File: src/design/rcsk_pkg.sv
package rcsk_pkg;

	// Fixed field widths
	localparam int ADC_W      = 12;
	localparam int BTN_W      = 8;
	localparam int TICK_W     = 32;
	localparam int CH_W       = 11;
	localparam int AUX_W      = 4;
	localparam int TRIM_W     = 10;
	localparam int STEP_W     = 6;
	localparam int HOLDOFF_W  = 8;
	localparam int CFG_ADDR_W = 2;
	localparam int CFG_DATA_W = 10;
	localparam int IN_DATA_W  = 88;
	localparam int OUT_DATA_W = 72;
	localparam int NUM_LANES  = 4;

	// Default sample width
	localparam int ADC_BITS_DEF = 12;

	// Channel constants
	localparam int CH_BASE    = 1000;
	localparam int CH_LOW     = 1000;
	localparam int CH_HIGH    = 2000;
	localparam int TRIM_LIMIT = 500;

	// Register reset values
	localparam logic [HOLDOFF_W-1:0] HOLDOFF_RST = 8'd30;
	localparam logic [STEP_W-1:0]    STEP_RST    = 6'd5;

	// Lane order
	localparam int LANE_THROTTLE = 0;
	localparam int LANE_PITCH    = 1;
	localparam int LANE_YAW      = 2;
	localparam int LANE_ROLL     = 3;

	// Button bit positions (active low on the bus)
	localparam int BTN_AUX1  = 0;
	localparam int BTN_AUX2  = 1;
	localparam int BTN_AUX3  = 2;
	localparam int BTN_AUX4  = 3;
	localparam int BTN_LEFT  = 4;
	localparam int BTN_RIGHT = 5;
	localparam int BTN_FRONT = 6;
	localparam int BTN_BACK  = 7;

	// Register indexes
	typedef enum logic [CFG_ADDR_W-1:0] {
		REG_HOLDOFF    = 2'd0,
		REG_TRIM_STEP  = 2'd1,
		REG_ROLL_TRIM  = 2'd2,
		REG_PITCH_TRIM = 2'd3
	} reg_idx_t;

	// Button machine phases
	typedef enum logic [1:0] {
		PH_HOLDOFF = 2'd0,
		PH_RELEASE = 2'd1,
		PH_ACT     = 2'd2
	} key_phase_t;

	// Buzzer commands
	typedef enum logic [1:0] {
		BEEP_NONE = 2'd0,
		BEEP_LOW  = 2'd1,
		BEEP_HIGH = 2'd2
	} beep_t;

	// Button machine result for one item
	typedef struct packed {
		beep_t                    beep;
		logic                     trim_changed;
		logic signed [TRIM_W-1:0] pitch_trim;
		logic signed [TRIM_W-1:0] roll_trim;
		logic [AUX_W-1:0]         aux;
	} key_res_t;

	// Saturate a trim sum to the legal range
	function automatic logic signed [TRIM_W-1:0] sat_trim(input logic signed [11:0] v);
		logic signed [11:0] lim;
		lim = 12'sd500;
		if (v > lim) begin
			return TRIM_W'(lim);
		end else if (v < -lim) begin
			return TRIM_W'(-lim);
		end
		return v[TRIM_W-1:0];
	endfunction

endpackage

File: src/design/rcsk_lane.sv
module rcsk_lane import rcsk_pkg::*; #(
	parameter int ADC_BITS = ADC_BITS_DEF
) (
	input  logic                     clk,
	input  logic                     arst_n,
	input  logic                     en,
	input  logic [ADC_W-1:0]         sample,
	input  logic signed [TRIM_W-1:0] trim,
	output logic [CH_W-1:0]          ch_out
);

	localparam int USED   = (ADC_BITS < ADC_W) ? ADC_BITS : ADC_W;
	localparam int FILT_W = $clog2(CH_BASE + TRIM_LIMIT + (2 ** (USED - 2)));
	localparam int SUM_W  = FILT_W + 2;

	logic [FILT_W-1:0]       filt_q;
	logic [FILT_W-1:0]       filt_d;
	logic [USED-3:0]         quarter;
	logic signed [SUM_W-1:0] raw;
	logic [FILT_W-1:0]       raw_u;
	logic [SUM_W-1:0]        sum;

	// Raw value: base plus quarter sample plus trim, never below 500
	assign quarter = sample[USED-1:2];
	assign raw     = $signed(SUM_W'(CH_BASE)) + $signed(SUM_W'(quarter)) + SUM_W'(trim);
	assign raw_u   = raw[FILT_W-1:0];

	// First-order filter: (raw + 3*prev) / 4
	assign sum    = SUM_W'(raw_u) + SUM_W'(filt_q) + (SUM_W'(filt_q) << 1);
	assign filt_d = sum[SUM_W-1:2];

	// Clamp the new value to the channel range
	always_comb begin
		if (filt_d > FILT_W'(CH_HIGH)) begin
			ch_out = CH_W'(CH_HIGH);
		end else if (filt_d < FILT_W'(CH_LOW)) begin
			ch_out = CH_W'(CH_LOW);
		end else begin
			ch_out = filt_d[CH_W-1:0];
		end
	end

	// Advance the filter state on each accepted item
	always_ff @(posedge clk or negedge arst_n) begin
		if (!arst_n) begin
			filt_q <= '0;
		end else if (en) begin
			filt_q <= filt_d;
		end
	end

endmodule

File: src/design/rcsk_keys.sv
module rcsk_keys import rcsk_pkg::*; (
	input  logic                     clk,
	input  logic                     arst_n,
	input  logic                     cfg_we,
	input  logic [CFG_ADDR_W-1:0]    cfg_addr,
	input  logic [CFG_DATA_W-1:0]    cfg_wdata,
	input  logic                     en,
	input  logic [BTN_W-1:0]         buttons_n,
	input  logic [TICK_W-1:0]        tick_now,
	output logic signed [TRIM_W-1:0] roll_trim,
	output logic signed [TRIM_W-1:0] pitch_trim,
	output key_res_t                 res
);

	key_phase_t               phase_q, phase_d;
	logic [TICK_W-1:0]        last_tick_q, last_tick_d;
	logic [AUX_W-1:0]         aux_q, aux_d;
	logic signed [TRIM_W-1:0] roll_trim_q, roll_trim_d;
	logic signed [TRIM_W-1:0] pitch_trim_q, pitch_trim_d;
	logic [HOLDOFF_W-1:0]     holdoff_q;
	logic [STEP_W-1:0]        step_q;
	logic [BTN_W-1:0]         pressed;
	logic [TICK_W-1:0]        elapsed;
	logic signed [11:0]       step_x;
	logic signed [11:0]       roll_x;
	logic signed [11:0]       pitch_x;
	logic signed [11:0]       cfg_trim;
	logic                     changed;
	beep_t                    beep;

	assign pressed  = ~buttons_n;
	assign elapsed  = tick_now - last_tick_q;
	assign step_x   = $signed({6'b0, step_q});
	assign roll_x   = 12'(roll_trim_q);
	assign pitch_x  = 12'(pitch_trim_q);
	assign cfg_trim = 12'($signed(cfg_wdata));

	// Trims seen by the lanes are those held before this item
	assign roll_trim  = roll_trim_q;
	assign pitch_trim = pitch_trim_q;

	// Phase sequencing and button actions
	always_comb begin
		phase_d      = phase_q;
		last_tick_d  = last_tick_q;
		aux_d        = aux_q;
		roll_trim_d  = roll_trim_q;
		pitch_trim_d = pitch_trim_q;
		changed      = 1'b0;
		beep         = BEEP_NONE;
		unique case (phase_q)
			PH_HOLDOFF: begin
				if (elapsed > TICK_W'(holdoff_q)) begin
					beep = BEEP_LOW;
					if (pressed == '0) begin
						phase_d = PH_RELEASE;
					end
				end
			end
			PH_RELEASE: begin
				if (pressed != '0) begin
					phase_d = PH_ACT;
				end
			end
			PH_ACT: begin
				priority if (pressed[BTN_AUX1]) begin
					aux_d[0] = ~aux_q[0];
				end else if (pressed[BTN_AUX2]) begin
					aux_d[1] = ~aux_q[1];
				end else if (pressed[BTN_AUX3]) begin
					aux_d[2] = ~aux_q[2];
				end else if (pressed[BTN_AUX4]) begin
					aux_d[3] = ~aux_q[3];
				end else if (pressed[BTN_LEFT]) begin
					roll_trim_d = sat_trim(roll_x - step_x);
					changed     = 1'b1;
				end else if (pressed[BTN_RIGHT]) begin
					roll_trim_d = sat_trim(roll_x + step_x);
					changed     = 1'b1;
				end else if (pressed[BTN_FRONT]) begin
					pitch_trim_d = sat_trim(pitch_x - step_x);
					changed      = 1'b1;
				end else if (pressed[BTN_BACK]) begin
					pitch_trim_d = sat_trim(pitch_x + step_x);
					changed      = 1'b1;
				end else begin
					// all released again: act on nothing
				end
				phase_d     = PH_HOLDOFF;
				beep        = BEEP_HIGH;
				last_tick_d = tick_now;
			end
			default: begin
				phase_d = PH_HOLDOFF;
			end
		endcase
	end

	// Result as it stands after this item
	always_comb begin
		res.beep         = beep;
		res.trim_changed = changed;
		res.pitch_trim   = pitch_trim_d;
		res.roll_trim    = roll_trim_d;
		res.aux          = aux_d;
	end

	// Hold state; take configuration writes, otherwise advance on each item
	always_ff @(posedge clk or negedge arst_n) begin
		if (!arst_n) begin
			phase_q      <= PH_HOLDOFF;
			last_tick_q  <= '0;
			aux_q        <= '0;
			roll_trim_q  <= '0;
			pitch_trim_q <= '0;
			holdoff_q    <= HOLDOFF_RST;
			step_q       <= STEP_RST;
		end else if (cfg_we) begin
			unique case (reg_idx_t'(cfg_addr))
				REG_HOLDOFF:    holdoff_q    <= cfg_wdata[HOLDOFF_W-1:0];
				REG_TRIM_STEP:  step_q       <= cfg_wdata[STEP_W-1:0];
				REG_ROLL_TRIM:  roll_trim_q  <= sat_trim(cfg_trim);
				REG_PITCH_TRIM: pitch_trim_q <= sat_trim(cfg_trim);
				default: ;
			endcase
		end else if (en) begin
			phase_q      <= phase_d;
			last_tick_q  <= last_tick_d;
			aux_q        <= aux_d;
			roll_trim_q  <= roll_trim_d;
			pitch_trim_q <= pitch_trim_d;
		end
	end

endmodule

File: src/design/rcsk_out_buf.sv
module rcsk_out_buf import rcsk_pkg::*; (
	input  logic                  clk,
	input  logic                  arst_n,
	input  logic                  in_valid,
	output logic                  in_ready,
	input  logic [OUT_DATA_W-1:0] in_data,
	output logic                  out_valid,
	input  logic                  out_ready,
	output logic [OUT_DATA_W-1:0] out_data
);

	logic                  valid_q;
	logic [OUT_DATA_W-1:0] data_q;
	logic                  skid_valid_q;
	logic [OUT_DATA_W-1:0] skid_data_q;

	// Take a new item whenever the skid slot is free
	assign in_ready  = !skid_valid_q;
	assign out_valid = valid_q;
	assign out_data  = data_q;

	// Control: output register with one skid slot behind it
	always_ff @(posedge clk or negedge arst_n) begin
		if (!arst_n) begin
			valid_q      <= 1'b0;
			skid_valid_q <= 1'b0;
		end else if (valid_q && !out_ready) begin
			if (in_valid && in_ready) begin
				skid_valid_q <= 1'b1;
			end
		end else if (skid_valid_q) begin
			valid_q      <= 1'b1;
			skid_valid_q <= 1'b0;
		end else begin
			valid_q <= in_valid;
		end
	end

	// Payload: park in skid while stalled, else refill the output register
	always_ff @(posedge clk) begin
		if (valid_q && !out_ready) begin
			if (in_valid && in_ready) begin
				skid_data_q <= in_data;
			end
		end else if (skid_valid_q) begin
			data_q <= skid_data_q;
		end else if (in_valid) begin
			data_q <= in_data;
		end
	end

endmodule

File: src/design/rc_stick_filter_and_key_trim.sv
// Channel   Ports                                  Content
// s_axis    s_tvalid s_tready s_tdata[87:0]        one frame: sticks, buttons, tick
// m_axis    m_tvalid m_tready m_tdata[71:0]        one result: channels, aux, trims
// cfg       cfg_we cfg_addr[1:0] cfg_wdata[9:0]    register write, no read-back
//
// One item per cycle while the skid slot is free; a frame is computed in the cycle
// it is accepted and its result is registered in the output register or skid slot.
// Reset clears filters, button phase, aux switches and trims; no clearing pass.
// A stalled output parks one further item in a skid slot; s_tready drops only
// when both the output register and the skid slot are full.
module rc_stick_filter_and_key_trim import rcsk_pkg::*; #(
	parameter int ADC_BITS = ADC_BITS_DEF
) (
	input  logic                  clk,
	input  logic                  arst_n,
	input  logic                  cfg_we,
	input  logic [CFG_ADDR_W-1:0] cfg_addr,
	input  logic [CFG_DATA_W-1:0] cfg_wdata,
	input  logic                  s_tvalid,
	output logic                  s_tready,
	// adc_throttle[11:0], adc_pitch[23:12], adc_yaw[35:24], adc_roll[47:36],
	// buttons_n[55:48], tick_now[87:56]
	input  logic [IN_DATA_W-1:0]  s_tdata,
	output logic                  m_tvalid,
	input  logic                  m_tready,
	// throttle_out[10:0], pitch_out[21:11], yaw_out[32:22], roll_out[43:33],
	// aux_mask[47:44], roll_trim_out[57:48], pitch_trim_out[67:58],
	// trim_changed[68], beep_cmd[70:69], zero[71]
	output logic [OUT_DATA_W-1:0] m_tdata
);

	logic                     accept;
	logic [ADC_W-1:0]         sample [NUM_LANES];
	logic signed [TRIM_W-1:0] lane_trim [NUM_LANES];
	logic [CH_W-1:0]          ch_val [NUM_LANES];
	logic signed [TRIM_W-1:0] roll_trim;
	logic signed [TRIM_W-1:0] pitch_trim;
	key_res_t                 key_res;
	logic [OUT_DATA_W-1:0]    result;

	assign accept = s_tvalid && s_tready;

	// Split the frame into lane samples
	assign sample[LANE_THROTTLE] = s_tdata[11:0];
	assign sample[LANE_PITCH]    = s_tdata[23:12];
	assign sample[LANE_YAW]      = s_tdata[35:24];
	assign sample[LANE_ROLL]     = s_tdata[47:36];

	// Only pitch and roll carry a trim
	assign lane_trim[LANE_THROTTLE] = '0;
	assign lane_trim[LANE_PITCH]    = pitch_trim;
	assign lane_trim[LANE_YAW]      = '0;
	assign lane_trim[LANE_ROLL]     = roll_trim;

	for (genvar i = 0; i < NUM_LANES; i++) begin : g_lane
		rcsk_lane #(
			.ADC_BITS(ADC_BITS)
		) u_lane (
			.clk    (clk),
			.arst_n (arst_n),
			.en     (accept),
			.sample (sample[i]),
			.trim   (lane_trim[i]),
			.ch_out (ch_val[i])
		);
	end

	rcsk_keys u_keys (
		.clk        (clk),
		.arst_n     (arst_n),
		.cfg_we     (cfg_we),
		.cfg_addr   (cfg_addr),
		.cfg_wdata  (cfg_wdata),
		.en         (accept),
		.buttons_n  (s_tdata[55:48]),
		.tick_now   (s_tdata[87:56]),
		.roll_trim  (roll_trim),
		.pitch_trim (pitch_trim),
		.res        (key_res)
	);

	// Merge lane outputs and button result into one item
	assign result = {1'b0, key_res.beep, key_res.trim_changed, key_res.pitch_trim,
		key_res.roll_trim, key_res.aux, ch_val[LANE_ROLL], ch_val[LANE_YAW],
		ch_val[LANE_PITCH], ch_val[LANE_THROTTLE]};

	rcsk_out_buf u_out_buf (
		.clk       (clk),
		.arst_n    (arst_n),
		.in_valid  (s_tvalid),
		.in_ready  (s_tready),
		.in_data   (result),
		.out_valid (m_tvalid),
		.out_ready (m_tready),
		.out_data  (m_tdata)
	);

endmodule

File: config.mk
export PLATFORM = sky130hd
export DESIGN_NAME = rc_stick_filter_and_key_trim
export DESIGN_NICKNAME = d
export VERILOG_FILES = /design/src/design/rcsk_pkg.sv /design/src/design/rcsk_lane.sv /design/src/design/rcsk_keys.sv /design/src/design/rcsk_out_buf.sv /design/src/design/rc_stick_filter_and_key_trim.sv
export SDC_FILE = /design/constraint.sdc
export NUM_CORES = 1
export LEC_CHECK = 0
export ABC_AREA = 1
export BUFFER_PORTS_ARGS = -buffer_cell sky130_fd_sc_hd__buf_2
export CORE_ASPECT_RATIO = 0.6
export CORE_MARGIN = 2
export CORE_UTILIZATION = 56
export DETAILED_ROUTE_END_ITERATION = 16
export PLACE_DENSITY = 0.75
export SLEW_MARGIN = 20
export SYNTH_ARGS = -nofsm -noshare
export SYNTH_HDL_FRONTEND = slang
export SYNTH_HIERARCHICAL = 1
export SYNTH_SLANG_ARGS = --single-unit
File: constraint.sdc
create_clock -name clk -period 4.1 [get_ports clk]
set_clock_uncertainty 0.05 [all_clocks]
set_input_delay 0.205 -clock clk [delete_from_list [all_inputs] [get_ports clk]]
set_output_delay 0.205 -clock clk [all_outputs]
set_load 0.01 [all_outputs]
==> run metrics, run 1 <==
run status=finished, violations left; failing checks=negative setup slack; maximum fanout encountered on the critical timing path=5; height of the chip=about 160 um; cts bufs inserted=29; hold path endpoint=u_keys/pitch_trim[9]$_DFFE_PN0P_; worst hold-check path type=in2reg; number of global-route vias before repair=20,700; global-route wire length before repair=roughly 110,000 um; max incr delay on CP=around 500 ps; share of the synthesized area in the top cell type=19.1%; actual slew at the worst max-slew pin=955 ps; kind of end point of the critical path=flop; DIE WIDTH=approximately 260 um; number of flip-flops and latches in the synthesized netlist=266; count of unresolved DRC violations after routing=0; cell chosen for the clock root=clkbuf_16; TritonCTS clock tree=built; fin crit period=4210 ps; post-synthesis to final-layout area growth=22.1%; starting utilization of the core area=between 50 and 60%; Clk pin slew, worst setup/hold paths=70 ps; total of max-cap violations=0; FFs w/ async S/R, synth=45.9%; number of failing setup endpoints in the final timing report=11; number of antenna violations at the first check in global routing=0; number of nets in the layout=3,853; largest net degree at the start of global routing=75; slowest CP cell=fa_1; grt total ovfl=0; RSZ-0062 raised after global routing=yes; GP Congestion=0.977; wire length per cell=17.4 um; final antenna-violating net count=0; Antenna Cells=0; highest clock frequency the design can meet=between 200 and 250 MHz; placement-stage cell area=between 0.02 and 0.03 sq mm; FF-to-FF End=u_out_buf/out_data[14]$_DFFE_PP_; main area contributors after synthesis=edfxtp_1, nand2_1, dfrtp_1; cell count after synthesis=between 3,000 and 4,000; count of endpoints failing hold in the final timing report=0; category of the worst setup path launch point=flop; number of stages on the worst hold path=3; share of the clock period used by the worst path after layout=103%; critical path arrival=4470 ps; count of input and output buffers=170; clock latency on the worst-skew pair=570 ps; layout cells sized above 1=19.9%; final count of pins violating max slew=0; Die ar.=0.0422 sq mm; reg2reg setup slack=-110 ps; maximum buffer depth of the clock tree=3; number of cell instances on the worst register-to-register path=23; final standard cell area without fillers=0.0277 sq mm; worst setup path category=reg2reg; iteration count of the initial detailed-routing pass=6; number of placed I/O pins=179; worst r2r src=u_keys/pitch_trim[0]$_DFFE_PN0P_; Mean Syn Cell Area=roughly 7.3 sq um; H-tree levels=1; area of the mapped netlist=0.0227 sq mm; Sink Count=roughly 270; cell taking the most area after synthesis=edfxtp_1; dominant synthesized flop cell=edfxtp_1; WP data required=4370 ps; Post-synth EDFFs=144; list of cells traversed by the critical path=ha_2 -> inv_2 -> fa_2 -> nor3_4 -> nor4_2 -> nor2_1 -> nor2_1 -> xnor2_1 -> fa_1 -> ha_4 -> nand2_4 -> inv_1 -> a21oi_2 -> nand3_1 -> nand2_2 -> nand3_1 -> nor2_2 -> nand2_4 -> buf_6 -> a21oi_4 -> nor2_2 -> nand2_1 -> nand2_1; GRT Resource Usage Total=approximately 33%; hold path startpoint=cfg_wdata[9]; number of vias per cell=5.49; post-detailed-routing wire length=71,000 um; share of synthesized area occupied by flip-flops and latches=~33%; HPWL after detailed placement=roughly 54,000 um; row count=57; yosys warns=6; PnR worst setup slack=-105 ps; Core Box Area=roughly 0.04 sq mm; max_slew headroom=36.3%; Via Count=22,400; number of distinct standard cells referenced by the synthesized netlist=57; Filler Cell Count=approximately 3,300; number of violations reported at the end of detailed-routing iteration 0=2,455
## routing by layer
| layer | share of wire (%) | wire length, um | global-route usage [%] |
|---|---|---|---|
| met5 | 0 | 0 | 0 |
| met4 | 1.7 | 1170 | 5.37 |
| met3 | 9.5 | 6770 | 6.03 |
| met2 | 41 | 29000 | 46.5 |
| met1 | 48 | 34000 | 51.7 |
## worst max-delay path, delay by kind of cell (launching register included)
family	cells	cell delay, ps
adder cells (fa/ha/maj)	4	1200
flip-flops	1	400
AO/OA/AOI/OAI	2	380
buffers and inverters	3	290
XOR/XNOR	1	170
AND/OR/NAND/NOR	13	1480
## cells in the final DEF, fill, tap and decap left out, types with 7 or more instances in the layout
cell type,count
xor2_1,66
inv_2,24
ha_4,20
nor3_1,19
nor2_4,21
xnor2_1,24
o21ai_1,7
a21o_1,11
o21ai_0,103
fa_1,53
buf_2,169
nor2_2,30
clkbuf_16,30
nor2_1,256
edfxtp_1,144
conb_1,32
inv_1,446
o21bai_1,10
a21boi_0,11
nand2_4,22
a31oi_1,14
buf_4,176
nand2_2,92
nand3_2,16
nand3b_1,11
dfrtp_1,113
nand3_1,177
nand4_1,65
ha_1,139
a21oi_1,156
o21ai_2,9
nand2_1,899
a21oi_2,23
dlygate4sd3_1,44
clkbuf_1,7
## how the worst max path moves through the flow
stage / startpoint / end / slack (ps) / cells after the start
5_1_grt: u_keys/pitch_trim[0]$_DFFE_PN0P_ / u_out_buf/out_data[11]$_DFFE_PP_ / -270 / 24
4_1_cts: u_keys/pitch_trim[2]$_DFFE_PN0P_ / u_out_buf/out_data[11]$_DFFE_PP_ / 4 / 22
2_1_floorplan: s_tdata[41] / u_out_buf/out_data[40]$_DFFE_PP_ / 90 / 25
6_report: u_keys/pitch_trim[0]$_DFFE_PN0P_ / u_out_buf/out_data[14]$_DFFE_PP_ / -110 / 23
3_5_place_dp: s_tdata[41] / u_out_buf/out_data[37]$_DFFE_PP_ / -520 / 28
3_3_place_gp: s_tdata[17] / u_out_buf/out_data[14]$_DFFE_PP_ / -370 / 24
## synth_stat cells (all sizes together) (2+ instances only)
| cell type | count |
|---|---|
| a21o | 11 |
| nor3 | 22 |
| nand3b | 11 |
| nand4 | 68 |
| nor4 | 4 |
| o31ai | 4 |
| inv | 471 |
| a21oi | 184 |
| a211oi | 6 |
| o21bai | 11 |
| and2 | 5 |
| o211ai | 3 |
| clkinv | 6 |
| nand3 | 194 |
| a22oi | 2 |
| fa | 57 |
| a21boi | 17 |
| or2 | 3 |
| ha | 164 |
| xnor2 | 26 |
| xor2 | 70 |
| dfstp | 6 |
| buf | 28 |
| nand2 | 1013 |
| o21ai | 119 |
| dfrtp | 116 |
| edfxtp | 144 |
| a31oi | 15 |
| nor2 | 307 |
| clkbuf | 17 |
| o2111ai | 3 |
## metrics by stage
step           setup slack, ps  setup TNS [ps]  hold WS (ps)  util, %  std cells
6_report                  -105            -421          59.1     68.8       4080
3_3_place_gp              -371           -8660           320     62.9       3964
4_1_cts                   4.48               0          20.1     66.6       4061
2_1_floorplan             90.5               0          -141        -       3145
3_5_place_dp              -522          -15080           328     62.9       3964
5_1_grt                   -268           -5020          31.0     68.8       4080
## repair_timing
item / 4_1_cts / 5_1_grt
pin swaps: 7 / 102
endpoints found under the setup margin: 32 / 45
gates resized for setup: 20 / 179
hold buffers: 44 / 0
buffers inserted: 0 / 19
hold endpoints to repair: 103 / 0
## cell type report
cell class                      instances  area (sq um)  share of cell area, %
Clock buffer                           39           805                   2.91
Clock inverter                         14           149                  0.538
Inverter                              477          1790                   6.48
Multi-Input combinational cell       2357         14200                   51.2
Sequential cell                       266          7390                   26.7
Tap cell                              531           664                   2.40
Timing Repair Buffer                  396          2700                   9.77
## registers in the layout, indices dropped and copies added, names as in the netlist
signal                  count
u_out_buf/skid_data_q      72
u_out_buf/out_data         72
u_keys/pitch_trim          10
u_keys/aux_q                4
u_keys/step_q               6
u_keys/last_tick_q         32
g_lane.u_lane/filt_q       48
u_out_buf/out_valid         1
u_keys/roll_trim           10
u_out_buf/skid_valid_q      1
u_keys/holdoff_q            8
u_keys/phase_q              2
## kinds of logic (layout without fill, tap and decap cells)
family          Yosys count  after routing  share of synthesized area [%]
compound gates          379            379                           9.54
other cells               1             32                         0.0165
simple gates           1628           1628                           30.8
xor+xnor                 96             96                           3.74
buf+inv                 522            926                           9.18
mux                       1              1                         0.0497
fa+ha+maj               221            221                           14.1
flops                   266            266                           32.6
Power of run 1 is not shown: default switching activity piles up to over one toggle a cycle in this logic, so the estimate is an artifact.
==> inputs of run 2 (changes only) <==
--- a/config.mk
+++ b/config.mk
@@ -7,11 +7,13 @@
 export LEC_CHECK = 0
 export ABC_AREA = 1
 export BUFFER_PORTS_ARGS = -buffer_cell sky130_fd_sc_hd__buf_2
+export CELL_PAD_IN_SITES_DETAIL_PLACEMENT = 0
+export CELL_PAD_IN_SITES_GLOBAL_PLACEMENT = 1
 export CORE_ASPECT_RATIO = 0.6
 export CORE_MARGIN = 2
-export CORE_UTILIZATION = 56
+export CORE_UTILIZATION = 41
 export DETAILED_ROUTE_END_ITERATION = 16
-export PLACE_DENSITY = 0.75
+export PLACE_DENSITY_LB_ADDON = 0.1
 export SLEW_MARGIN = 20
 export SYNTH_ARGS = -nofsm -noshare
 export SYNTH_HDL_FRONTEND = slang
==> run metrics, run 2 (synthesis gave the netlist of run 1 again) <==
actual slew at the worst max-slew pin=about 930 ps; count of input and output buffers=170; reg2reg setup slack=-80 ps; row count=66; height of the chip=186 um; fin crit period=4180 ps; DIE WIDTH=308 um; Clk pin slew, worst setup/hold paths=70 ps; worst setup path category=reg2reg; TritonCTS clock tree=built; worst hold-check path type=in2reg; Sink Count=266; final antenna-violating net count=0; kind of end point of the critical path=flop; hold path startpoint=s_tdata[48]; most used cell, CP=nand2_2; post-synthesis to final-layout area growth=24.2%; final standard cell area without fillers=0.0282 sq mm; Buffers & Inverters on Critical Path=3; max incr delay on CP=460 ps; leading cell type in the layout, fill and taps excluded=nand2_1; number of cells in the design after placement=roughly 4,200; slowest CP cell=fa_1; max_slew headroom=37.7%; area of all sequential standard cells=0.00739 sq mm; share of the clock period used by the worst path after layout=102%; count of non-filler cells in the finished layout=roughly 4,300; Antenna Cells=0; Filler Cell Count=5,344; clock latency on the worst-skew pair=600 ps; GRT Resource Usage Total=24.6%; wire length per cell=16.6 um; starting utilization of the core area=a little over two fifths; HPWL after detailed placement=around 57,000 um; WP data required=4390 ps; number of vias per cell=approximately 5.0; count of unresolved DRC violations after routing=0; maximum buffer depth of the clock tree=3; layout cells sized above 1=20.1%; number of failing setup endpoints in the final timing report=10; iteration count of the initial detailed-routing pass=5; failing checks=negative setup slack; number of violations reported at the end of detailed-routing iteration 0=1,710; number of placed I/O pins=179; cell chosen for the clock root=clkbuf_16; H-tree levels=1; commonest cells after routing, fill and taps aside=nand2_1, inv_1, nor2_1; post-detailed-routing wire length=71,500 um; post-route setup TNS=-455 ps; post-layout utilization of the core=51.7%; critical path arrival=roughly 4500 ps; FF-to-FF End=u_out_buf/out_data[37]$_DFFE_PP_; cell family with most CP delay=adder cells; PnR worst setup slack=-82.3 ps; number of cell instances on the worst register-to-register path=26; maximum fanout encountered on the critical timing path=4; highest clock frequency the design can meet=around 240 MHz; number of stages on the worst hold path=4; largest net degree at the start of global routing=75; RSZ-0062 raised after global routing=yes; count of endpoints failing hold in the final timing report=0; number of nets in the layout=3,884; hold path endpoint=u_out_buf/skid_data_q[44]$_DFFE_PP_; Die ar.=approximately 0.057 sq mm; total of max-cap violations=0; Core Box Area=0.0544 sq mm; GP Congestion=0.946; number of antenna violations at the first check in global routing=0; category of the worst setup path launch point=flop; final count of pins violating max slew=0; run status=finished, violations left; placement-stage cell area=0.0257 sq mm; global-route wire length before repair=111,000 um; worst r2r src=u_keys/roll_trim[0]$_DFFE_PN0P_; cts bufs inserted=30; Via Count=21,400; number of global-route vias before repair=just under 20,000; grt total ovfl=0; area occupied by multi-input gates=0.0141 sq mm
## run 2: metrics by stage
| stage | setup WS (ps) | hold slack (ps) |
|---|---|---|
| after floorplan | 90.5 | -141 |
| after global placement | -534 | 183 |
| after detailed placement | -561 | 182 |
| after CTS | -101 | 16.1 |
| after global routing | -301 | 50.0 |
| final | -82.3 | 43.0 |
## run 2: repair_timing
item / in CTS / in global routing
pin swaps: 34 / 68
setup buffers: 4 / 15
hold buffers: 46 / 0
endpoints found under the setup margin: 40 / 46
hold endpoints to repair: 104 / 0
gates resized for setup: 49 / 136
## run 2: how the worst max path moves through the flow
stage | start | endpoint | cells after the start
floorplan | s_tdata[41] | u_out_buf/out_data[40]$_DFFE_PP_ | 25
global placement | s_tdata[41] | u_out_buf/out_data[39]$_DFFE_PP_ | 25
detailed placement | s_tdata[41] | u_out_buf/out_data[40]$_DFFE_PP_ | 25
CTS | u_keys/roll_trim[0]$_DFFE_PN0P_ | u_out_buf/out_data[37]$_DFFE_PP_ | 26
global route | u_keys/roll_trim[0]$_DFFE_PN0P_ | u_out_buf/out_data[33]$_DFFE_PP_ | 26
finish | u_keys/roll_trim[0]$_DFFE_PN0P_ | u_out_buf/out_data[37]$_DFFE_PP_ | 26
## run 2: layout make-up
cell class                      instances  area share (%)
Clock buffer                           38            2.88
Sequential cell                       266            26.2
Inverter                              477            6.38
Multi-Input combinational cell       2357            50.1
Clock inverter                         18           0.747
Tap cell                              714            3.17
Timing Repair Buffer                  426            10.4
## run 2: layer usage
layer / part of all wire (%) / GRT usage, % / up-vias
met5: 0 / 0 / -
li1: - / - / 10900
met4: 1.1 / 3.20 / 0
met3: 5.8 / 3.05 / 47
met1: 54 / 40.6 / 9968
met2: 39 / 34.2 / 530
## run 2: worst reg2reg max path, cell delays in order (launching register included)
cell      delay, ps
dfrtp_2         430
ha_4            160
inv_2            30
fa_2            360
o21ai_2         180
nand2_1          70
nand2_1          80
nand2_2          60
a21boi_2        150
nand2_1          90
nand2_2          80
xor2_2          140
fa_1            460
ha_4            270
nand2_2          70
nand2_2          70
buf_6           120
a21oi_4         190
nand2_4         110
a21oi_4         170
inv_2            70
nor2_4          160
nand2_4         100
nand2_2          90
nand2_2          50
nand2_1          60
nand2_1          50
Power of run 2 is left out for the same reason.
==> inputs of run 3 (changes only) <==
--- a/config.mk
+++ b/config.mk
@@ -13,6 +13,7 @@
 export CORE_MARGIN = 2
 export CORE_UTILIZATION = 41
 export DETAILED_ROUTE_END_ITERATION = 16
+export MAX_ROUTING_LAYER = met4
 export PLACE_DENSITY_LB_ADDON = 0.1
 export SLEW_MARGIN = 20
 export SYNTH_ARGS = -nofsm -noshare
==> constraint.sdc (replaced) <==
create_clock -name clk -period 3.8 [get_ports clk]
set_clock_uncertainty 0.05 [all_clocks]
set_input_delay 0.19 -clock clk [delete_from_list [all_inputs] [get_ports clk]]
set_output_delay 0.19 -clock clk [all_outputs]
set_load 0.01 [all_outputs]
==> run metrics, run 3 (synthesis gave the netlist of run 1 again) <==
run status=finished, violations left; failing checks=negative setup slack; maximum fanout encountered on the critical timing path=5; height of the chip=approximately 190 um; worst setup path category=reg2reg; GRT Resource Usage Total=25.7%; Antenna Cells=0; total of max-cap violations=0; post-synthesis to final-layout area growth=27.9%; highest clock frequency the design can meet=245 MHz; FF-to-FF End=u_out_buf/out_data[33]$_DFFE_PP_; number of placed I/O pins=approximately 180; final antenna-violating net count=0; DIE WIDTH=308 um; post-detailed-routing wire length=73,400 um; GP Congestion=0.990; clock latency on the worst-skew pair=approximately 590 ps; startpoint of the worst setup timing path=u_keys/roll_trim[0]$_DFFE_PN0P_; Sink Count=266; max_slew headroom=37.8%; HPWL after detailed placement=57,800 um; count of unresolved DRC violations after routing=0; cts bufs inserted=30; leading cell type in the layout, fill and taps excluded=nand2_1; worst hold-check path type=in2reg; count of input and output buffers=170; Core Box Area=0.0544 sq mm; RSZ-0062 raised after global routing=yes; commonest cells after routing, fill and taps aside=nand2_1, inv_1, buf_4; WP data required=4200 ps; largest net degree at the start of global routing=79; reg2reg setup slack=-290 ps; number of vias per cell=5.05; maximum buffer depth of the clock tree=3; number of failing setup endpoints in the final timing report=43; Via Count=22,000; row count=66; final count of pins violating max slew=0; number of cell instances on the worst register-to-register path=27; category of the worst setup path launch point=flop; worst r2r src=u_keys/roll_trim[0]$_DFFE_PN0P_; TritonCTS clock tree=built; wire length per cell=around 17 um; post-layout utilization of the core=between 50% and 60%; grt total ovfl=0; cell chosen for the clock root=clkbuf_16; PnR worst setup slack=-289 ps; global-route wire length before repair=between 100,000 and 150,000 um; share of the clock period used by the worst path after layout=108%; iteration count of the initial detailed-routing pass=6; number of violations reported at the end of detailed-routing iteration 0=1,825; number of antenna violations at the first check in global routing=0; count of endpoints failing hold in the final timing report=0; actual slew at the worst max-slew pin=933 ps; kind of end point of the critical path=flop; H-tree levels=1; layout cells sized above 1=23.1%; fin crit period=4090 ps; Clk pin slew, worst setup/hold paths=70 ps; Die ar.=between 0.05 and 0.06 sq mm; number of nets in the layout=between 3,000 and 4,000; timing endpoint of the critical path=u_out_buf/out_data[33]$_DFFE_PP_; number of global-route vias before repair=20,100; critical path arrival=4490 ps; starting utilization of the core area=roughly two fifths
-- run 3: per-stage QoR --
step	setup WS, ps	instances	hold WS (ps)	area (sq um)	TNS (ps)
after floorplan	-46.8	3145	-156	23000	-202
after global placement	-587	4224	279	26300	-21770
after detailed placement	-696	4224	283	26300	-27640
after CTS	-346	4338	2.23	28400	-6870
after global routing	-504	4357	36.3	29000	-15220
final	-289	4357	28.9	29000	-7030
-- run 3: worst max-delay path: stages, from the launching register on --
cell	delay, ps
dfrtp_2	440
ha_4	150
inv_2	30
fa_2	350
o21ai_2	140
nand2_1	60
nand2_1	80
nand2_2	60
a21boi_2	160
nand2_1	80
nand2_2	80
xor2_2	180
fa_1	450
ha_4	340
nand2_4	90
nor2_4	130
nand3_4	90
nand2_4	110
nand2_2	50
nand2_2	60
nand3_2	80
nor2_4	130
nand2_4	90
nand2_4	120
nand2_2	80
nor2_4	100
nand2_1	60
nand2_1	100
-- run 3: routing by layer --
metal | global-route usage (%) | share of wire (%) | up-vias
met5 | - | 0 | -
met1 | 40.8 | 53 | 10400
met3 | 3.40 | 6.1 | 69
met4 | 3.71 | 1.4 | 0
met2 | 34.7 | 39 | 613
li1 | - | - | 11000
-- run 3: worst min path at each step --
stage                     start                                      to  slack (ps)  cells past startpoint
finish              s_tdata[49]             u_keys/aux_q[1]$_DFFE_PN0P_          30                      5
global route        s_tdata[50]     u_out_buf/skid_data_q[47]$_DFFE_PP_          40                      3
CTS                 s_tdata[50]             u_keys/aux_q[3]$_DFFE_PN0P_           2                      5
detailed placement       arst_n  g_lane[0].u_lane/filt_q[0]$_DFFE_PN0P_         280                      1
global placement         arst_n  g_lane[0].u_lane/filt_q[0]$_DFFE_PN0P_         280                      1
floorplan                arst_n  g_lane[0].u_lane/filt_q[0]$_DFFE_PN0P_        -160                      0
-- run 3: timing repair --
item,in CTS,in global routing
setup endpoints to repair,46,57
hold buffers,44,0
pin swaps,94,93
endpoints found under the hold margin,123,0
resized for setup,130,103
buffers inserted,14,20
-- run 3: layout make-up --
cell class                      instances  area [sq um]
Fill cell                            5366         25400
Multi-Input combinational cell       2357         14400
Sequential cell                       266          7390
Timing Repair Buffer                  487          3420
Inverter                              477          1790
Tap cell                              714           893
Clock buffer                           36           805
Clock inverter                         20           278
Power of run 3 is left out for the same reason.
